[src/hw/rtl/csb_pkg.sv]
// shared constants, codes and lane interface types of the contrast stretch block
package csb_pkg;

   // channel and arithmetic widths
   localparam int PIX_W          = 8;
   localparam int LANES          = 3;
   localparam int NUM_W          = PIX_W + 1;
   localparam int DEN_W          = PIX_W + 1;
   localparam int PROD_W         = PIX_W + NUM_W;
   localparam int QUO_STEPS      = PIX_W;
   localparam int STEP_W         = $clog2(QUO_STEPS);
   localparam int MAX_PIXELS_DEF = 4096;

   // request codes
   localparam logic REQ_LOAD = 1'b0;
   localparam logic REQ_EMIT = 1'b1;

   // register indexes of the csr port
   localparam logic CSR_OUT_LOW  = 1'b0;
   localparam logic CSR_OUT_HIGH = 1'b1;

   // register reset values
   localparam logic [PIX_W-1:0] OUT_LOW_RST  = 8'd0;
   localparam logic [PIX_W-1:0] OUT_HIGH_RST = 8'd255;
   localparam logic [PIX_W-1:0] LOWEST_RST   = 8'd255;
   localparam logic [PIX_W-1:0] HIGHEST_RST  = 8'd0;

   // control shared by all lanes
   typedef struct packed {
      logic             start;
      logic [PIX_W-1:0] lowest;
      logic [DEN_W-1:0] den;
      logic [PIX_W-1:0] out_low;
      logic [PIX_W-1:0] out_high;
   } lane_ctl_type;

   // what one lane hands to the merge stage
   typedef struct packed {
      logic             done;
      logic [PIX_W-1:0] quo;
   } lane_res_type;

endpackage

[src/hw/rtl/csb_merge.sv]
// merge stage: combines lane quotients and frame flags into the response register
module csb_merge (
   input  logic                  clock,
   input  logic                  reset,
   input  logic                  push,
   input  logic [csb_pkg::LANES-1:0][csb_pkg::PIX_W-1:0] quo,
   input  logic                  zero_den,
   input  logic                  last,
   input  logic                  err,
   output logic                  ready,
   output logic                  rsp_valid,
   input  logic                  rsp_stall,
   output logic [csb_pkg::PIX_W-1:0] rsp_out_blue,
   output logic [csb_pkg::PIX_W-1:0] rsp_out_green,
   output logic [csb_pkg::PIX_W-1:0] rsp_out_red,
   output logic                  rsp_last_pixel,
   output logic                  rsp_error
);
   import csb_pkg::*;

   logic                            valid_ff, valid_in;
   logic [LANES-1:0][PIX_W-1:0]     chan_ff, chan_in;
   logic                            last_ff;
   logic                            err_ff;

   // free when empty or when the held word leaves this cycle
   assign ready = !valid_ff || !rsp_stall;

   // zero denominator forces all channels to zero
   always_comb begin
      for (int i = 0; i < LANES; i++) begin
         chan_in[i] = zero_den ? '0 : quo[i];
      end
      if (push) begin
         valid_in = 1'b1;
      end else begin
         valid_in = valid_ff && rsp_stall;
      end
   end

   always_ff @(posedge clock) begin
      if (reset) begin
         valid_ff <= 1'b0;
      end else begin
         valid_ff <= valid_in;
      end
   end

   // response payload
   always_ff @(posedge clock) begin
      if (push) begin
         chan_ff <= chan_in;
         last_ff <= last;
         err_ff  <= err || zero_den;
      end
   end

   assign rsp_valid      = valid_ff;
   assign rsp_out_blue   = chan_ff[0];
   assign rsp_out_green  = chan_ff[1];
   assign rsp_out_red    = chan_ff[2];
   assign rsp_last_pixel = last_ff;
   assign rsp_error      = err_ff;

endmodule

[config.mk]
export PLATFORM = sky130hd
export DESIGN_NAME = csb_merge
export DESIGN_NICKNAME = d
export VERILOG_FILES = /design/src/hw/rtl/csb_pkg.sv /design/src/hw/rtl/csb_merge.sv
export SDC_FILE = /design/constraint.sdc
export NUM_CORES = 1
export LEC_CHECK = 0
export BUFFER_PORTS_ARGS = -buffer_cell sky130_fd_sc_hd__clkbuf_2
export CAP_MARGIN = 20
export CELL_PAD_IN_SITES_DETAIL_PLACEMENT = 0
export CELL_PAD_IN_SITES_GLOBAL_PLACEMENT = 2
export CORE_ASPECT_RATIO = 0.6
export CORE_MARGIN = 1
export CORE_UTILIZATION = 23
export CTS_CLUSTER_DIAMETER = 60
export DETAILED_ROUTE_END_ITERATION = 8
export PLACE_DENSITY_LB_ADDON = 0.1
export SLEW_MARGIN = 20
export SYNTH_ARGS = -nofsm -noshare
export SYNTH_HDL_FRONTEND = slang
export SYNTH_SLANG_ARGS = --single-unit
[constraint.sdc]
create_clock -name clock -period 0.8 [get_ports clock]
set_input_delay 0.08 -clock clock [delete_from_list [all_inputs] [get_ports clock]]
set_output_delay 0.08 -clock clock [all_outputs]
set_load 0.02 [all_outputs]
==> flow_summary.yaml, run 1 <==
outcome:
  outcome: "finished, violations left"
  violations: "DRC, setup timing"
setup_path:
  cp.arrival_ns: 0.83
  crit_family: "flip-flops"
  crit_type: "reg -> out"
  cp-end-kind: "primary output"
  critPathSlowestCell: "edfxtp_1"
  crit_buf_inv: 1
  critical-path-max-stage-delay_ns: 0.41
  start_kind: "flip-flop"
  cp_cell_sequence: "buf_6"
  critPathMaxFanout: 1
  cp_data_required_time_ns: 0.72
synth:
  synth.distinct_cells: 10
  synth_common_cells: "edfxtp_1, nor2b_1, and2b_1"
  synth_top_family_by_area: "simple AND/OR/NAND/NOR gates"
  synth.area.mux_share_pct: 0
  async_reset_ff_share_pct: 0
  synth-compound-area-share_pct: 0.5063
  synth_seq_cells: 27
  synth-edff-count: 26
  synth_top_area_share_pct: 78.99
  synth_nets: 88
  synth-seq-area-share_pct: 81.01
  syn_area_sq_um: 988.4
  synthFlopType: "edfxtp_1"
  synth_top_cell_by_area: "edfxtp_1"
  synth.most_common_cell: "edfxtp_1"
  synthSimpleGateAreaFrac_pct: 16.84
  synth_area_leaders: "edfxtp_1, nor2b_1, dfxtp_1, and2b_1, buf_6"
  syn_inst: 57
  yosys.area_share.xor_xnor_pct: 0
  syn_area_per_cell_sq_um: 17.34
  yosysWarnings: 0
  synth-adder-area-share_pct: 0
detailed_routing:
  wirelength_mm: 1.935
  vias_per_cell: 3.668
  drtPass1Iterations: 7
  first_iter_violations: 18
  num_vias: 675
  drc_errors: 2
  wire_per_inst_microns: 10.52
  detail-route-antenna-nets: 0
timing:
  timing.final.crit_share_pct: 113.6
  tns_ns: -2.253
  rsz0062_at_grt: "true"
  finalHoldViolations: 0
  setup_viol: 28
  setup_ws_ns: -0.1090
  max_freq_ghz: 1.100
  fin_skew_ns: 0
  max_slew_margin_pct: 84.47
  drv_slew: 0
  period_needed_ns: 0.9090
  tightest_slew_ns: 0.2329
power:
  seqPwrFrac_pct: 56.4
  internal_power_mw: 2.315
  vdd_drop_max_v: 0.0004928
  combPwrFrac_pct: 18.1
  clockPowerShare_pct: 25.4
  power_leakage_nw: 0.6729
  swShare_pct: 23.71
  power_mw: 3.034
  p_switching_mw: 0.7192
  powerDensity_nw_per_um2: 1881
clock_network:
  clkSinkCount: 27
  clk_latency_ns: 0.27
  ctsRootBufferMaster: "clkbuf_8"
  htree_levels: 1
  cts_buffer_depth: 2
  cts.clk_slew.worst_paths_ns: 0.09
  cts_buffers: 3
  post_cts_buffers: 0
  cts_tree: "yes"
place:
  port_buffers: 58
  dp_worst_setup_slack_ns: -0.01362
  dpl.cell_count: 178
  dp_hpwl_mm: 1.415
  gp_congestion: 0.6223
worst_hold_path:
  hp-class: "in -> reg"
floorplanning:
  die-area_sq_um: 4572
  row_count: 18
  die_w_microns: 86.63
  die_h_microns: 52.78
  core_area_sq_um: 4121
  start_util_pct: 23.98
  pin_count: 59
job:
  drv_cap: 0
finish:
  drive_above_1_share_pct: 54.84
  synthToLayoutAreaGrowth_pct: 63.16
  fin_util_pct: 39.13
  nNetsFinal: 156
  antenna_cells: 0
  final_cell_count_no_fill: 184
global_route:
  grt_pass1_wl_mm: 2.808
  grt_pass1_vias: 607
  grt_max_degree: 16
  antenna_found_initial: 0
  grt_use_total_pct: 8.664
  overflow: 0
==> power by group through the flow <==
stage               clock [mW]  sequential, mW  combinational [mW]
floorplan                    0            1.88              0.0659
global placement             0            1.73               0.455
detailed placement           0            1.73               0.456
CTS                      0.817            1.70               0.468
global route             0.857            1.72               0.588
finish                   0.772            1.71               0.550
==> cell families (layout without fill, tap and decap cells) <==
group                  Yosys count  in the layout
AOI/OAI and AO/OA                1              1
buffers and inverters            2             69
DFF                             27             27
and+or+nand+nor                 27             27
==> stage by stage <==
step | hold slack (ns) | area, sq um
5_1_grt | 0.06663 | 1613
4_1_cts | 0.04014 | 1488
3_5_place_dp | 0.2426 | 1413
3_3_place_gp | 0.2375 | 1413
2_1_floorplan | 0.1524 | 988.4
6_report | 0.06411 | 1613
==> state kept, by name, summed over array words and instances, names as in the netlist <==
| signal | count |
|---|---|
| rsp_error | 1 |
| rsp_last_pixel | 1 |
| rsp_out_blue | 8 |
| rsp_out_green | 8 |
| rsp_out_red | 8 |
| rsp_valid | 1 |
==> repair_timing <==
action                                 in CTS  in global routing
pin swaps                                   0                  1
hold buffers                                2                  0
endpoints found under the hold margin       2                  0
setup endpoints to repair                  28                 28
gates resized for setup                     3                 68
==> worst paths after layout <==
path	start	end	slack [ns]	depth (start not counted)
min	err	rsp_error	0.06	2
max	rsp_out_blue[7]	rsp_out_blue[7]	-0.11	1
max reg2reg	rsp_valid	rsp_valid	0.15	2
min reg2reg	rsp_valid	rsp_valid	0.55	2
==> cell type report <==
| class | instances | area, sq um |
|---|---|---|
| Fill cell | 410 | 2509 |
| Sequential cell | 27 | 804.5 |
| Timing Repair Buffer | 65 | 514.2 |
| Multi-Input combinational cell | 28 | 173.9 |
| Tap cell | 60 | 75.07 |
| Clock buffer | 4 | 45.04 |
==> cells in the final DEF (no fill, tap or decap) <==
cell type | netlist | layout
clkbuf_2 | 0 | 30
edfxtp_1 | 26 | 26
nor2b_1 | 22 | 22
buf_6 | 1 | 19
buf_2 | 1 | 8
clkbuf_8 | 0 | 3
buf_12 | 0 | 3
and2b_1 | 2 | 2
dlygate4sd3_1 | 0 | 2
buf_4 | 0 | 2
or2_1 | 1 | 1
nand2_2 | 0 | 1
a21oi_1 | 1 | 1
nor2_1 | 1 | 1
clkbuf_1 | 0 | 1
buf_8 | 0 | 1
dfxtp_4 | 0 | 1
==> routing by layer <==
metal	GRT usage (%)	vias to the layer above	routed length [microns]
met5	0	-	0
met4	2.500	0	0
met3	4.567	0	131
met2	13.36	32	891
met1	10.56	314	913
li1	-	329	-
No activity file was read; power rests on OpenSTA's default activity.
==> inputs of run 2 (changes only) <==
Settings changed: CORE_UTILIZATION 23 to 26.
Clock period 0.8 ns to 1 ns, I/O delays scaled along.
==> run 2 against run 1 <==
  * The flow now finishes without violations
  * Hold slack lost 0.047 ns
  * Total power is 25% lower
  * Setup slack improved by 0.17 ns
  * Clock power decreased by 25%
  * Non-clock buffer count down 4
  * Die area is 11% lower
  * Cell count fell by 10%
  * Critical path depth unchanged
  * Clock-buffer cell count unchanged
  * Wire length fell by 7.5%
  * Critical endpoint is now rsp_out_blue[2]
  * Utilization is 1.6 points higher
  * Sequential cell count stayed put
==> flow_summary.yaml, run 2 (synthesis gave the netlist of run 1 again) <==
outcome:
  outcome: "finished clean"
finish:
  nNetsFinal: 152
  layout_common_cells: "clkbuf_2, edfxtp_1, nor2b_1"
  drive_above_1_share_pct: 52.50
  fin_util_pct: 40.70
  nFillCells: 362
  final_common_cell: "clkbuf_2"
  synthToLayoutAreaGrowth_pct: 41.77
  antenna_cells: 0
detailed_routing:
  drtPass1Iterations: 2
  detail-route-antenna-nets: 0
  wirelength_mm: 1.790
  first_iter_violations: 14
  vias_per_cell: 3.927
  drc_errors: 0
  wire_per_inst_microns: 10.85
  num_vias: 648
clock_network:
  cts_buffer_depth: 2
  post_cts_buffers: 0
  cts.clk_slew.worst_paths_ns: 0.08
  clk_latency_ns: 0.26
  htree_levels: 1
  ctsRootBufferMaster: "clkbuf_8"
  cts_buffers: 3
  clkSinkCount: 27
  cts_tree: "yes"
job:
  drv_cap: 0
setup_path:
  crit_type: "reg -> out"
  cp_cell_sequence: "clkbuf_2"
  cp_data_required_time_ns: 0.90
  cp-end-kind: "primary output"
  critPathMaxFanout: 1
  crit_family: "flip-flops"
  cp.arrival_ns: 0.84
  start_kind: "flip-flop"
  critical-path-max-stage-delay_ns: 0.40
  crit_buf_inv: 1
  critPathSlowestCell: "edfxtp_1"
floorplanning:
  pin_count: 59
  die-area_sq_um: 4060
  die_w_microns: 81.60
  die_h_microns: 49.76
  row_count: 16
  start_util_pct: 28.71
  core_area_sq_um: 3443
timing:
  finalHoldViolations: 0
  rsz0062_at_grt: "false"
  setup_viol: 0
  timing.final.crit_share_pct: 93.50
  tightest_slew_ns: 0.3128
  period_needed_ns: 0.9350
  setup_ws_ns: 0.06497
  max_slew_margin_pct: 79.14
  max_freq_ghz: 1.069
  tns_ns: 0
  fin_skew_ns: 0
  drv_slew: 0
place:
  port_buffers: 58
  dp_hpwl_mm: 1.354
  gp_congestion: 0.6480
  dp_worst_setup_slack_ns: 0.05264
global_route:
  grt_pass1_vias: 601
  grt_pass1_wl_mm: 2.615
  overflow: 0
  grt_max_degree: 28
  grt_use_total_pct: 9.462
  antenna_found_initial: 0
power:
  power_leakage_nw: 0.6065
  powerDensity_nw_per_um2: 1627
  vdd_drop_max_v: 0.0005356
  power_mw: 2.280
worst_hold_path:
  hp-class: "in -> reg"
## run 2: cell types whose count changed in the layout (fill, tap and decap cells not counted), sizes merged
cell / change
clkbuf: +28
dlygate4sd3: -1
buf: -31
## run 2: path summary, 6_finish.rpt
| path | from | to | slack, ns | depth (start not counted) |
|---|---|---|---|---|
| setup / recovery | rsp_out_blue[2] | rsp_out_blue[2] | 0.06 | 1 |
| hold / removal | last | rsp_last_pixel | 0.02 | 1 |
| setup reg to reg | rsp_valid | rsp_valid | 0.39 | 2 |
| hold reg to reg | rsp_valid | rsp_valid | 0.52 | 2 |
## run 2: cell type report
type	instances	area, sq um	share of cell area [%]
multi-input cells	28	171.4	12.23
well taps	45	56.30	4.018
repair buffers	61	327.8	23.39
clock buffers	4	45.04	3.214
flip-flops and latches	27	800.8	57.14
## run 2: routing by layer
layer | vias up | routed length [microns] | global-route usage (%)
li1 | 321 | - | -
met1 | 290 | 789 | 10.66
met2 | 37 | 813 | 15.00
met3 | 0 | 187 | 4.630
met4 | 0 | 0 | 4.386
met5 | - | 0 | 0
## run 2: repair_timing
item,CTS,global route
resized for setup,0,0
hold endpoints to repair,1,0
hold buffers,1,0
## run 2: where the power goes
| part | switching, mW | internal, mW |
|---|---|---|
| sequential | 0.0247 | 1.34 |
| combinational | 0.201 | 0.136 |
| clock | 0.298 | 0.284 |
| total | 0.524 | 1.76 |
## run 2: worst reg2reg max path, delay by kind of cell (launching register included)
kind | cells | cell delay, ns
flip-flops | 1 | 0.33
AO/OA/AOI/OAI | 1 | 0.14
AND/OR/NAND/NOR | 1 | 0.05
## run 2: stage by stage
step / instance area (sq um) / instances / hold slack (ns)
3_5_place_dp: 1346 / 160 / 0.2617
4_1_cts: 1401 / 165 / 0.009542
5_1_grt: 1401 / 165 / 0.0006799
2_1_floorplan: 988.4 / 57 / 0.1724
3_3_place_gp: 1346 / 160 / 0.2569
6_report: 1401 / 165 / 0.01715
==> inputs of run 3 (changes only) <==
Settings changed: CORE_MARGIN 1 to 2, GPL_TIMING_DRIVEN set to 0.
==> run 3 against run 2 <==
  * Setup slack better by 0.018 ns
  * Clock power is 4.5% higher
  * Sequential share of layout area is 0.064 points lower
  * Sequential power hardly changed
  * First-iteration DRC count is 50% higher
  * Combinational power hardly changed
  * Critical path type unchanged
  * Critical endpoint is now ready
  * Largest cell class unchanged
  * Highest routed layer unchanged
==> flow_summary.yaml, run 3 (synthesis gave the netlist of run 1 again) <==
detailed_routing:
  drc_errors: 0
  num_vias: 660
  drtPass1Iterations: 4
  first_iter_violations: 21
  detail-route-antenna-nets: 0
  wirelength_mm: 1.872
  vias_per_cell: 3.929
  wire_per_inst_microns: 11.14
global_route:
  grt_max_degree: 28
  antenna_found_initial: 0
  grt_use_total_pct: 8.872
  overflow: 0
  grt_pass1_wl_mm: 2.884
  grt_pass1_vias: 611
setup_path:
  cp-end-kind: "primary output"
  crit_type: "reg -> out"
  cp_data_required_time_ns: 0.90
  rrSetupSlack_ns: 0.36
  start_kind: "flip-flop"
  critPathMaxFanout: 3
  cp.arrival_ns: 0.82
worst_hold_path:
  hp-class: "in -> reg"
floorplanning:
  die_h_microns: 51.76
  die_w_microns: 83.60
  pin_count: 59
  core_area_sq_um: 3659
  die-area_sq_um: 4327
  row_count: 17
  start_util_pct: 27.02
place:
  gp_congestion: 0.7011
  dpl.cell_count: 162
  dp_worst_setup_slack_ns: -0.02974
  port_buffers: 58
  dp_hpwl_mm: 1.396
timing:
  max_freq_ghz: 1.090
  setup_ws_ns: 0.08253
  drv_slew: 0
  period_needed_ns: 0.9175
  tightest_slew_ns: 0.6719
  timing.final.crit_share_pct: 91.75
  tns_ns: 0
  setup_viol: 0
  fin_skew_ns: 0
  max_slew_margin_pct: 55.21
  finalHoldViolations: 0
  rsz0062_at_grt: "false"
finish:
  drive_above_1_share_pct: 53.72
  final_cell_count_no_fill: 168
  multiInputGateArea_sq_um: 171.4
  antenna_cells: 0
  synthToLayoutAreaGrowth_pct: 42.15
  final_common_cell: "clkbuf_2"
  regArea_sq_um: 802.0
  nFillCells: 375
  layout_common_cells: "clkbuf_2, edfxtp_1, nor2b_1"
  nNetsFinal: 153
clock_network:
  ctsRootBufferMaster: "clkbuf_8"
  cts.clk_slew.worst_paths_ns: 0.09
  cts_tree: "yes"
  cts_buffer_depth: 2
  cts_buffers: 3
  clkSinkCount: 27
  htree_levels: 1
  clk_latency_ns: 0.27
job:
  drv_cap: 0
power:
  powerDensity_nw_per_um2: 1639
  vdd_drop_max_v: 0.0008382
  power_mw: 2.303
  power_leakage_nw: 0.6095
outcome:
  outcome: "finished clean"
run 3: cell types whose count changed in the layout (fill, tap and decap cells not counted), sizes merged:
cell         change
clkbuf           -1
dlygate4sd3      +1
clkinv           +1
run 3: timing repair:
| item | CTS | global route |
|---|---|---|
| setup endpoints to repair | 0 | 1 |
| hold buffers | 2 | 0 |
| buffers inserted | 0 | 0 |
| gates resized for setup | 0 | 1 |
| endpoints found under the hold margin | 2 | 0 |
run 3: final timing paths:
path | start | to | cells after the start
max | rsp_valid | ready | 2
max reg2reg | rsp_valid | rsp_valid | 2
min | err | rsp_error | 2
min reg2reg | rsp_valid | rsp_valid | 2
run 3: critical path, cell delays in order (launching register included):
cell and delay, ns:
dfxtp_2 0.33, nand2_1 0.06, clkbuf_2 0.16
run 3: cell type report:
| cell class | instances | area share, % |
|---|---|---|
| clock inverters | 1 | 0.3562 |
| multi-input cells | 28 | 12.20 |
| well taps | 47 | 4.185 |
| flip-flops and latches | 27 | 57.08 |
| clock buffers | 3 | 2.939 |
| plain buffers | 2 | 1.158 |
| repair buffers | 60 | 22.08 |
run 3: metrics by stage:
stage / cell area [sq um] / utilization (%) / hold WS, ns
floorplan: 988.4 / - / 0.1724
global placement: 1338 / 36.56 / 0.2570
detailed placement: 1338 / 36.56 / 0.2664
CTS: 1404 / 38.37 / 0.07400
global route: 1405 / 38.41 / 0.07546
finish: 1405 / 38.41 / 0.08133
run 3: power by group:
group / internal [mW] / switching [mW] / total, mW / leakage (nW)
clock: 0.279 / 0.329 / 0.608 / 0.0255
sequential: 1.34 / 0.0214 / 1.36 / 0.260
combinational: 0.133 / 0.204 / 0.337 / 0.324
total: 1.75 / 0.554 / 2.30 / 0.609
run 3: per-layer routing:
metal	wire, microns	GRT usage, %	vias to the layer above
li1	-	-	325
met1	852	11.20	299
met2	804	12.67	36
met3	215	5.556	0
met4	0	2.419	0
met5	0	0	-
