==> src/hw/rtl/csb_pkg.sv <==
// shared constants, codes and lane interface types of the contrast stretch block
package csb_pkg;

   // channel and arithmetic widths
   localparam int PIX_W          = 8;
   localparam int LANES          = 3;
   localparam int NUM_W          = PIX_W + 1;
   localparam int DEN_W          = PIX_W + 1;
   localparam int PROD_W         = PIX_W + NUM_W;
   localparam int QUO_STEPS      = PIX_W;
   localparam int STEP_W         = $clog2(QUO_STEPS);
   localparam int MAX_PIXELS_DEF = 4096;

   // request codes
   localparam logic REQ_LOAD = 1'b0;
   localparam logic REQ_EMIT = 1'b1;

   // register indexes of the csr port
   localparam logic CSR_OUT_LOW  = 1'b0;
   localparam logic CSR_OUT_HIGH = 1'b1;

   // register reset values
   localparam logic [PIX_W-1:0] OUT_LOW_RST  = 8'd0;
   localparam logic [PIX_W-1:0] OUT_HIGH_RST = 8'd255;
   localparam logic [PIX_W-1:0] LOWEST_RST   = 8'd255;
   localparam logic [PIX_W-1:0] HIGHEST_RST  = 8'd0;

   // control shared by all lanes
   typedef struct packed {
      logic             start;
      logic [PIX_W-1:0] lowest;
      logic [DEN_W-1:0] den;
      logic [PIX_W-1:0] out_low;
      logic [PIX_W-1:0] out_high;
   } lane_ctl_type;

   // what one lane hands to the merge stage
   typedef struct packed {
      logic             done;
      logic [PIX_W-1:0] quo;
   } lane_res_type;

endpackage

==> src/hw/rtl/csb_lane.sv <==
// one channel lane: offset, scale multiply and radix-2 restoring divide
module csb_lane (
   input  logic                  clock,
   input  logic                  reset,
   input  csb_pkg::lane_ctl_type ctl,
   input  logic [csb_pkg::PIX_W-1:0] chan,
   output csb_pkg::lane_res_type res
);
   import csb_pkg::*;

   logic signed [NUM_W:0] num;
   logic [NUM_W-1:0]      num_pos;
   logic [PROD_W-1:0]     prod;
   logic [PROD_W:0]       diff;
   logic                  fits;

   logic                  busy_ff, busy_in;
   logic                  done_ff, done_in;
   logic [STEP_W-1:0]     step_ff, step_in;
   logic [PROD_W-1:0]     rem_ff, rem_in;
   logic [PROD_W-1:0]     dsh_ff, dsh_in;
   logic [PIX_W-1:0]      quo_ff, quo_in;

   // offset numerator, clamped at zero, then scaled by out_high
   assign num = $signed({2'b00, chan}) + $signed({2'b00, ctl.out_low})
              - $signed({2'b00, ctl.lowest});
   assign num_pos = num[NUM_W] ? '0 : num[NUM_W-1:0];
   assign prod = PROD_W'(ctl.out_high) * PROD_W'(num_pos);

   // trial subtract of the shifted divisor
   assign diff = {1'b0, rem_ff} - {1'b0, dsh_ff};
   assign fits = !diff[PROD_W];

   // load on start, then one quotient bit per cycle
   always_comb begin
      busy_in = busy_ff;
      done_in = done_ff;
      step_in = step_ff;
      rem_in  = rem_ff;
      dsh_in  = dsh_ff;
      quo_in  = quo_ff;
      if (ctl.start) begin
         busy_in = 1'b1;
         done_in = 1'b0;
         step_in = '0;
         rem_in  = prod;
         dsh_in  = PROD_W'(ctl.den) << (QUO_STEPS - 1);
         quo_in  = '0;
      end else if (busy_ff) begin
         rem_in  = fits ? diff[PROD_W-1:0] : rem_ff;
         quo_in  = {quo_ff[PIX_W-2:0], fits};
         dsh_in  = dsh_ff >> 1;
         step_in = step_ff + STEP_W'(1);
         if (step_ff == STEP_W'(QUO_STEPS - 1)) begin
            busy_in = 1'b0;
            done_in = 1'b1;
         end
      end
   end

   // control registers
   always_ff @(posedge clock) begin
      if (reset) begin
         busy_ff <= 1'b0;
         done_ff <= 1'b0;
         step_ff <= '0;
      end else begin
         busy_ff <= busy_in;
         done_ff <= done_in;
         step_ff <= step_in;
      end
   end

   // datapath registers
   always_ff @(posedge clock) begin
      rem_ff <= rem_in;
      dsh_ff <= dsh_in;
      quo_ff <= quo_in;
   end

   assign res.done = done_ff;
   assign res.quo  = quo_ff;

endmodule

==> config.mk <==
export PLATFORM = sky130hd
export DESIGN_NAME = csb_lane
export DESIGN_NICKNAME = d
export VERILOG_FILES = /design/src/hw/rtl/csb_pkg.sv /design/src/hw/rtl/csb_lane.sv
export SDC_FILE = /design/constraint.sdc
export NUM_CORES = 1
export LEC_CHECK = 0
export ABC_AREA = 1
export BUFFER_PORTS_ARGS = -buffer_cell sky130_fd_sc_hd__buf_4
export CORE_MARGIN = 5
export CORE_UTILIZATION = 30
export CTS_BUF_LIST = sky130_fd_sc_hd__clkbuf_2 sky130_fd_sc_hd__clkbuf_4 sky130_fd_sc_hd__clkbuf_8
export CTS_CLUSTER_DIAMETER = 30
export DETAILED_ROUTE_END_ITERATION = 8
export GPL_TIMING_DRIVEN = 1
export PLACE_DENSITY_LB_ADDON = 0.3
export SYNTH_ARGS = -nofsm -noshare
export SYNTH_HDL_FRONTEND = slang
export SYNTH_SLANG_ARGS = --single-unit
==> constraint.sdc <==
create_clock -name clock -period 12.5 [get_ports clock]
set_input_delay 0.625 -clock clock [delete_from_list [all_inputs] [get_ports clock]]
set_output_delay 0.625 -clock clock [all_outputs]
set_load 0.02 [all_outputs]
==> metrics.md, run 1 <==
| Metric | Value |
|---|---|
| Outcome | `finished clean` |
| Crit path launch | `ctl[10]` |
| Worst hold path class | `input pin to flip-flop` |
| Share of the synthesized area in the top cell type | `around 17%` |
| Residual DRC | `0` |
| Fin. Hold Viols | `0` |
| Reg-to-reg slack, setup | `a little under 10 ns` |
| GPL Wtd Cong | `0.850` |
| Vias | `5148` |
| Post-synthesis simple-gate area fraction | `roughly 29%` |
| Final Power | `between 1500 and 2000 µW` |
| Post-route ant nets | `0` |
| Critical Path RT | `~13 ns` |
| Main combinational cell family by area after synthesis | `adder cells` |
| Clk sinks | `46` |
| Area Growth Syn to Fin | `12.7%` |
| CTS Buffer Depth | `2` |
| Post-Synthesis Cell Area | `between 5000 and 6000 µm²` |
| DR WL/cell | `12.1 µm` |
| Gr usage total | `12.9%` |
| Synth area leaders | `fa_1 (17%), ha_1 (13%), nand2_1 (13%), edfxtp_1 (13%), inv_1 (13%)` |
| CTS tree | `done` |
| Total gr overflow | `0` |
| Critical path class | `input pin to flip-flop` |
| Ant. Diodes | `0` |
| Initial antenna violation count | `0` |
| Fmax achieved | `between 0.15 and 0.2 GHz` |
| Fraction of the mapped netlist area in adder cells | `a little under a third` |
| Largest net degree at the start of global routing | `35` |
| Design area | `roughly 6700 µm²` |
| Fin crit share | `48.1%` |
| Final setup vio count | `0` |
| Max-Cap Viols | `0` |
| Post-synthesis sequential area ratio | `approximately a fifth` |
| H-tree depth | `2` |
| Fin util | `approximately 34%` |
| Crit start category | `input pin` |
| PD cells | `roughly 260 nW/µm²` |
| Die Wd | `151 µm` |
| Compound-Gate Fraction of Synth Area | `approximately 5.8%` |
| CORE AREA | `19500 µm²` |
| Syn Nets | `1008` |
| Final Skew | `approximately 0.0034 ns` |
| Post-synthesis mux area share | `0%` |
| Leak pwr | `0.00372 µW` |
| Fillers | `~2.2k` |
| Crit Path Max Fanout | `16` |
| Mean Syn Cell Area | `~7.0 µm²` |
| Nets | `about 1.1k` |
| Xor and xnor area share after synthesis | `less than 1%` |
| WHS | `about 0.47 ns` |
| First-pass GRT wire length | `24.0 mm` |
| Vias per cell | `roughly 4.4` |
| Yosys reg bits | `between 40 and 50` |
| Later-pin clock latency in the skew report | `0.32 ns` |
| Initial DRC Count | `roughly 280` |
| Placed inst area | `about 6600 µm²` |
| Cell taking the most area after synthesis | `fa_1` |
| CTS Buf Count | `5` |
| Die footprint | `22700 µm²` |
| Synthesized instance count | `about 850` |
| Number of global-route vias before repair | `5086` |
| Syn. warnings | `0` |
| Dpl hpwl | `~12 mm` |
| Crit path time final | `approximately 6 ns` |
| Unrepaired setup endpoints after global routing | `false` |
| Share of cells above drive strength 1 | `approximately 8.8%` |
| Final setup TNS | `0 ns` |
| Max-slew violations | `0` |
| Slew @ Worst Pin | `~0.80 ns` |
| CP Data Arrival Time | `6.08 ns` |
| Root Buffer | `clkbuf_8` |
| Setup Buffers After CTS | `0` |
| Hold buffers post-CTS | `0` |
| RR Startpoint | `rem_ff[4]` |
| Peak VDD IR | `around 0.11 mV` |
| Routed WL | `between 10 and 15 mm` |
| IO buf count | `52` |
| CP endpoint kind | `flip-flop` |
| Relative slew margins | `46.8%` |
| Post-synthesis cell type count | `33` |
| DRT Pass-1 Iters | `5` |
| # rows | `between 50 and 60` |
| Vert. Die Dim | `around 150 µm` |
| Hold path startpoint | `reset` |
| Post-CTS sizing | `0` |
| Clock transition at the registers of the reported paths | `approximately 0.090 ns` |
| Initial Util | `a little under a third` |
| I/O pin count | `53` |
==> critical path, stage by stage <==
cell and delay [ns]:
buf_4 0.08, inv_1 0.04, fa_1 0.53, inv_1 0.04, ha_1 0.35, nand3_1 0.09
nand2_1 0.13, nand2_1 0.08, nand2_2 0.08, nand3_2 0.08, nand2_4 0.22, nand3_2 0.24
nor2_1 0.20, fa_1 0.47, fa_1 0.53, fa_1 0.54, inv_1 0.05, fa_1 0.52
inv_1 0.04, ha_1 0.35, a21oi_1 0.34, nor2_1 0.07, nor2_1 0.14, nand4_1 0.10
nand3_1 0.09, nand2_1 0.06
==> stage by stage <==
step,std cells,worst slack [ns]
6_report,1163,6.49
5_1_grt,1163,6.03
4_1_cts,1163,6.48
3_5_place_dp,1155,6.15
3_3_place_gp,1155,6.20
2_1_floorplan,849,6.80
==> final cells by class <==
type / instances / area, µm² / area share [%]
clock inverters: 3 / 23.8 / 0.354
multi-input cells: 585 / 3930 / 58.7
flip-flops and latches: 46 / 1180 / 17.6
inverters: 207 / 777 / 11.6
repair buffers: 52 / 390 / 5.82
clock buffers: 5 / 68.8 / 1.03
well taps: 265 / 332 / 4.94
==> kinds of logic (layout without fill, tap and decap cells) <==
kind of cell | count (synthesis) | in the layout
buf+inv | 218 | 267
flops | 46 | 46
simple gates | 400 | 400
fa+ha+maj | 115 | 115
xor+xnor | 6 | 6
compound gates | 64 | 64
==> worst paths after layout <==
path,end,cells past startpoint
worst max-delay path,rem_ff[13],26
worst min-delay path,busy_ff,2
worst max register to register,rem_ff[13],11
worst min register to register,step_ff[2],2
==> report_power, final <==
part | internal [µW] | switching (µW)
Combinational | 526 | 916
Clock | 40.6 | 57.9
Sequential | 218 | 13.4
==> cell usage after synthesis (all sizes together) <==
cell and instances:
and2 1, clkinv 3, a21oi 29, nand3b 4, xnor2 2, o21a 1, o21bai 1, nor2 95
inv 204, nand4 14, nor3 6, o21ai 19, o31ai 1, dfxtp 20, clkbuf 8, a211oi 1
ha 64, fa 51, nand2 217, or2 7, buf 3, edfxtp 26, o22ai 12, nand3 56
xor2 4
==> per-layer routing <==
metal / wire length [µm] / global-route usage, % / vias up
li1: - / - / 2702
met1: 7020 / 18.3 / 2357
met2: 6520 / 21.3 / 83
met3: 453 / 1.86 / 6
met4: 87 / 1.99 / 0
met5: 0 / 0 / -
==> placed cells by master, fill, tap and decap left out, drive strengths merged <==
| cell | n |
|---|---|
| edfxtp | 26 |
| clkinv | 4 |
| buf | 52 |
| o21ai | 19 |
| dfxtp | 20 |
| nand2 | 217 |
| xnor2 | 2 |
| nand3 | 56 |
| nand4 | 14 |
| and2 | 1 |
| nor2 | 95 |
| xor2 | 4 |
| a21oi | 29 |
| or2 | 7 |
| ha | 64 |
| o21bai | 1 |
| nand3b | 4 |
| nor3 | 6 |
| inv | 206 |
| a211oi | 1 |
| o31ai | 1 |
| fa | 51 |
| o21a | 1 |
| o22ai | 12 |
| clkbuf | 5 |
==> flip-flops by register name, indices dropped and copies added, names as in the netlist <==
name and count:
rem_ff 17, done_ff 1, dsh_ff 16, quo_ff 8, step_ff 3, busy_ff 1
(Power assumes the default switching activity.)
==> inputs of run 2 (changes only) <==
==> constraint.sdc (replaced) <==
create_clock -name clock -period 6.05 [get_ports clock]
set_input_delay 0.3025 -clock clock [delete_from_list [all_inputs] [get_ports clock]]
set_output_delay 0.3025 -clock clock [all_outputs]
set_load 0.02 [all_outputs]
==> run 2 against run 1 <==
- clock skew up 0.0032 ns
- utilization up 0.15 points
- sequential power up 110%
- sequential share of layout area down 0.079 points
- critical path depth unchanged
- final cell count up 0.34%
- cell area up 0.45%
- non-clock buffer count up 4
- hold slack worse by 0.32 ns
- flip-flop and latch count unchanged
- global-route usage about the same
- worst setup slack worse by 6.1 ns
- largest cell class unchanged
- largest power group unchanged
==> metrics.md, run 2 (synthesis results as in run 1) <==
| Metric | Value |
|---|---|
| Outcome | `finished clean` |
| Setup Buffers After CTS | `0` |
| Worst hold path class | `input pin to flip-flop` |
| # rows | `51` |
| PD cells | `roughly 550 nW/µm²` |
| Vert. Die Dim | `151 µm` |
| Largest Register | `rem_ff` |
| IO buf count | `52` |
| Flip-flop count of the largest register after layout | `17` |
| Commonest non-fill, non-tap cell in the layout | `nand2_1` |
| Die Wd | `~150 µm` |
| Critical path class | `input pin to flip-flop` |
| Crit path time final | `between 5 and 6 ns` |
| Dpl hpwl | `around 12 mm` |
| Fin crit share | `between 90% and 100%` |
| Register Area | `1180 µm²` |
| Number of global-route vias before repair | `5175` |
| Final setup TNS | `0 ns` |
| Initial Util | `between 30% and 40%` |
| CTS tree | `done` |
| Hold buffers post-CTS | `0` |
| Final Non-Filler Cells | `~1.2k` |
| Most frequent cells in the layout | `nand2_1 (213), inv_1 (202), nor2_1 (95)` |
| Initial DRC Count | `between 200 and 300` |
| Gr usage total | `between 10% and 20%` |
| Largest regs | `rem_ff: 17 flops, dsh_ff: 16 flops, quo_ff: 8 flops` |
| H-tree depth | `2` |
| Vias per cell | `around 4.4` |
| CTS Buf Count | `5` |
| Leak pwr | `~0.0037 µW` |
| Later-pin clock latency in the skew report | `roughly 0.31 ns` |
| Fmax achieved | `around 0.18 GHz` |
| Dpl cells | `~1.2k` |
| CP endpoint kind | `flip-flop` |
| Die footprint | `roughly 23000 µm²` |
| Post-route ant nets | `0` |
| Multi-input logic area | `about 4000 µm²` |
| Nets | `around 1.1k` |
| Relative slew margins | `between 40% and 50%` |
| DRT Pass-1 Iters | `5` |
| Slew @ Worst Pin | `~0.82 ns` |
| CP Data Arrival Time | `5.69 ns` |
| First-pass GRT wire length | `~24 mm` |
| Clock transition at the registers of the reported paths | `roughly 0.1 ns` |
| DR WL/cell | `between 10 and 15 µm` |
| Unrepaired setup endpoints after global routing | `false` |
| Crit Path Max Fanout | `16` |
| Final setup vio count | `0` |
| Share of cells above drive strength 1 | `about 9%` |
| Largest net degree at the start of global routing | `35` |
| Root Buffer | `clkbuf_8` |
| Fillers | `between 2k and 2.5k` |
| Routed WL | `14.1 mm` |
| Clk sinks | `46` |
| GPL Wtd Cong | `between 0.8 and 0.9` |
| Vias | `between 5k and 6k` |
| Residual DRC | `0` |
| Area Growth Syn to Fin | `13.2%` |
| WHS | `around 0.15 ns` |
| Ant. Diodes | `0` |
| Peak VDD IR | `roughly 0.24 mV` |
| Total gr overflow | `0` |
| Final Skew | `0.00663 ns` |
| Critical Path RT | `6.12 ns` |
| CORE AREA | `19500 µm²` |
| CTS Buffer Depth | `2` |
| I/O pin count | `between 50 and 60` |
| Max-Cap Viols | `0` |
| Initial antenna violation count | `0` |
| Max-slew violations | `0` |
| Crit start category | `input pin` |
| Fin. Hold Viols | `0` |
| Post-CTS sizing | `0` |
## run 2: metal layers
| layer | vias to the layer above | GRT usage, % | part of all wire (%) |
|---|---|---|---|
| li1 | 2707 | - | - |
| met1 | 2384 | 18.1 | 50 |
| met2 | 74 | 21.9 | 46 |
| met3 | 7 | 1.62 | 2.7 |
| met4 | 0 | 1.72 | 0.55 |
| met5 | - | 0 | 0 |
## run 2: report_power, final
part	switching, µW	total, µW	internal (µW)
clock network	119	203	84.0
registers	26.8	477	450
logic	1910	3010	1100
total	2060	3690	1630
## run 2: final cells by class
cell class,instances,share of cell area (%)
clock buffers,5,1.02
clock inverters,3,0.353
inverters,207,11.5
multi-input cells,585,58.4
flip-flops and latches,46,17.5
well taps,265,4.92
repair buffers,56,6.24
## run 2: metrics by stage
stage | total power, µW | worst slack, ns | utilization, % | instance area [µm²]
3_5_place_dp | 3500 | 0.101 | 34.0 | 6640
6_report | 3690 | 0.435 | 34.5 | 6740
2_1_floorplan | 2780 | 0.669 | - | 5950
4_1_cts | 3720 | 0.439 | 34.5 | 6740
3_3_place_gp | 3470 | 0.177 | 34.0 | 6640
5_1_grt | 4250 | 0.0198 | 34.5 | 6740
## run 2: critical path: stages
cell	delay (ns)
buf_4	0.08
inv_1	0.04
fa_1	0.52
inv_1	0.04
ha_1	0.35
nand3_1	0.09
nand2_1	0.12
nand2_1	0.07
nand2_2	0.08
nand3_2	0.09
nand2_4	0.21
nand3_2	0.22
nor2_1	0.19
fa_1	0.46
fa_1	0.52
fa_1	0.54
inv_1	0.06
fa_1	0.52
inv_1	0.04
ha_1	0.36
a21oi_1	0.34
nor2_1	0.07
nor2_1	0.13
nand4_1	0.10
nand3_1	0.09
nand2_1	0.05
## run 2: path summary, 6_finish.rpt
path,startpoint,end,slack (ns),depth (start not counted)
hold / removal,reset,busy_ff,0.15,2
setup reg to reg,rem_ff[2],rem_ff[14],3.49,11
hold reg to reg,step_ff[1],step_ff[1],0.47,2
setup / recovery,ctl[10],rem_ff[13],0.43,26
==> inputs of run 3 (changes only) <==
--- a/config.mk
+++ b/config.mk
@@ -8,7 +8,7 @@
 export ABC_AREA = 1
 export BUFFER_PORTS_ARGS = -buffer_cell sky130_fd_sc_hd__buf_4
 export CORE_MARGIN = 5
-export CORE_UTILIZATION = 30
+export CORE_UTILIZATION = 63
 export CTS_BUF_LIST = sky130_fd_sc_hd__clkbuf_2 sky130_fd_sc_hd__clkbuf_4 sky130_fd_sc_hd__clkbuf_8
 export CTS_CLUSTER_DIAMETER = 30
 export DETAILED_ROUTE_END_ITERATION = 8
==> constraint.sdc (replaced) <==
create_clock -name clock -period 5.25 [get_ports clock]
set_input_delay 0.2625 -clock clock [delete_from_list [all_inputs] [get_ports clock]]
set_output_delay 0.2625 -clock clock [all_outputs]
set_load 0.02 [all_outputs]
==> run 3 against run 2 <==
- clock skew up 0.0024 ns
- sequential share of layout area down 1.9 points
- cell area is 12% higher
- die area down 50%
- final cell count is 6.9% lower
- first-iteration DRC count rose by 13%
- critical path depth grew 3
- flip-flop and latch count unchanged
- clock-buffer cell count grew 1
- global-route usage increased by 14 points
- routed wire length increased by 20%
- critical endpoint unchanged
==> metrics.md, run 3 (synthesis results as in run 1) <==
| Metric | Value |
|---|---|
| Max layer used | `met4` |
| Critical Path RT | `between 5 and 6 ns` |
| H-tree depth | `2` |
| DR WL/cell | `approximately 16 µm` |
| Clock transition at the registers of the reported paths | `about 0.090 ns` |
| Most frequent cells in the layout | `nand2_1 (187), inv_1 (183), buf_4 (107)` |
| Crit Path Max Fanout | `5` |
| Largest Register | `rem_ff` |
| Share of cells above drive strength 1 | `between 20 and 30%` |
| Number of global-route vias before repair | `about 6.0k` |
| Place WS | `-0.441 ns` |
| Flip-flop count of the largest register after layout | `17` |
| Met1 wire length | `roughly 6.4 mm` |
| Crit start category | `input pin` |
| Final setup vio count | `0` |
| Hold buffers post-CTS | `0` |
| Post-route ant nets | `0` |
| Fin crit share | `between 90 and 100%` |
| Slowest CP cell | `fa_1` |
| Vias | `about 5.9k` |
| Nets | `~1.1k` |
| Initial Util | `64.4%` |
| I/O pin count | `53` |
| Largest regs | `rem_ff: 17 flops, dsh_ff: 16 flops, quo_ff: 8 flops` |
| # rows | `35` |
| GPL Wtd Cong | `between 1 and 1.5` |
| Routed WL | `roughly 17 mm` |
| Later-pin clock latency in the skew report | `roughly 0.30 ns` |
| Vert. Die Dim | `around 110 µm` |
| Die footprint | `approximately 11000 µm²` |
| IO buf count | `52` |
| Max-slew violations | `0` |
| Fin worst setup slack | `roughly 0.018 ns` |
| Fillers | `590` |
| Gr usage total | `27.3%` |
| CP Data Arrival Time | `around 5.3 ns` |
| Total gr overflow | `0` |
| CTS Buf Count | `5` |
| CORE AREA | `~9000 µm²` |
| Crit path time final | `around 5.2 ns` |
| Fin. Hold Viols | `0` |
| CTS tree | `done` |
| Outcome | `finished clean` |
| Design area | `approximately 7500 µm²` |
| CP endpoint kind | `flip-flop` |
| Commonest non-fill, non-tap cell in the layout | `nand2_1` |
| Top Family by Delay on Critical Path | `adder cells` |
| Area Growth Syn to Fin | `26.9%` |
| Clk sinks | `46` |
| Critical Path Max Stage Delay | `roughly 0.56 ns` |
| DRT Pass-1 Iters | `5` |
| Root Buffer | `clkbuf_8` |
| First-pass GRT wire length | `roughly 26 mm` |
| Critical path class | `input pin to flip-flop` |
| Worst reg2reg path depth | `11` |
| Final Skew | `around 0.009 ns` |
| Cell depth of the worst setup path | `29` |
| Final setup TNS | `0 ns` |
| Initial antenna violation count | `0` |
| Relative slew margins | `approximately 45%` |
| Slew @ Worst Pin | `0.830 ns` |
| Largest net degree at the start of global routing | `35` |
| Ant. Diodes | `0` |
| Fmax achieved | `~0.19 GHz` |
| Placed inst area | `slightly below 7000 µm²` |
| Initial DRC Count | `between 300 and 400` |
| Met3 WL post-DR | `about 910 µm` |
| Crit path buf inv count | `8` |
| Die Wd | `107 µm` |
| Cell depth of the worst hold path | `2` |
| Residual DRC | `0` |
| Vias per cell | `approximately 5.4` |
| Dpl hpwl | `between 10 and 15 mm` |
| Max-Cap Viols | `0` |
| Worst path most repeated cell | `fa_1` |
| Worst hold path class | `input pin to flip-flop` |
| CTS Buffer Depth | `2` |
| WL met2 | `around 9 mm` |
run 3: cell count changes in the layout (fill, tap and decap cells not counted), moves of 15 or more:
cell	delta
ha_1	-17
buf_4	+51
nor2_1	-24
nand2_2	+21
nand2_1	-26
ha_4	+17
inv_2	+18
inv_1	-19
nor2_2	+15
run 3: per-stage QoR:
stage / cells / util (%) / hold slack (ns)
after floorplan: 849 / - / 0.341
after global placement: 1069 / 74.7 / 0.439
after detailed placement: 1069 / 74.7 / 0.443
after CTS: 1080 / 76.6 / 0.125
after global routing: 1087 / 81.7 / 0.131
final: 1087 / 81.7 / 0.128
run 3: worst paths after layout:
kind | start | to | slack, ns
setup / recovery | ctl[14] | rem_ff[13] | 0.02
hold / removal | reset | busy_ff | 0.13
setup reg to reg | rem_ff[3] | rem_ff[10] | 2.60
hold reg to reg | step_ff[1] | step_ff[1] | 0.48
run 3: layout make-up:
| type | instances | area [µm²] | area share (%) |
|---|---|---|---|
| timing repair buffer | 111 | 848 | 11.2 |
| sequential | 46 | 1180 | 15.6 |
| multi-input combinational | 586 | 4490 | 59.4 |
| tap | 129 | 161 | 2.14 |
| inverter | 207 | 779 | 10.3 |
| clock buffer | 6 | 76.3 | 1.01 |
| clock inverter | 2 | 13.8 | 0.182 |
run 3: timing repair:
action | 4_1_cts | 5_1_grt
buffers inserted | 2 | 7
setup endpoints to repair | 6 | 11
pin swaps | 6 | 56
gates resized for setup | 17 | 107
cloned | 1 | 0
run 3: per-layer routing:
metal | global-route usage, % | vias up
met5 | 0 | -
met1 | 30.9 | 2779
met4 | 10.9 | 0
met3 | 2.59 | 61
met2 | 52.0 | 244
li1 | - | 2834
Power of run 3 is left out: the tool's default activity adds up to more than one toggle a clock period on the data nets, which glitch-free logic cannot reach.
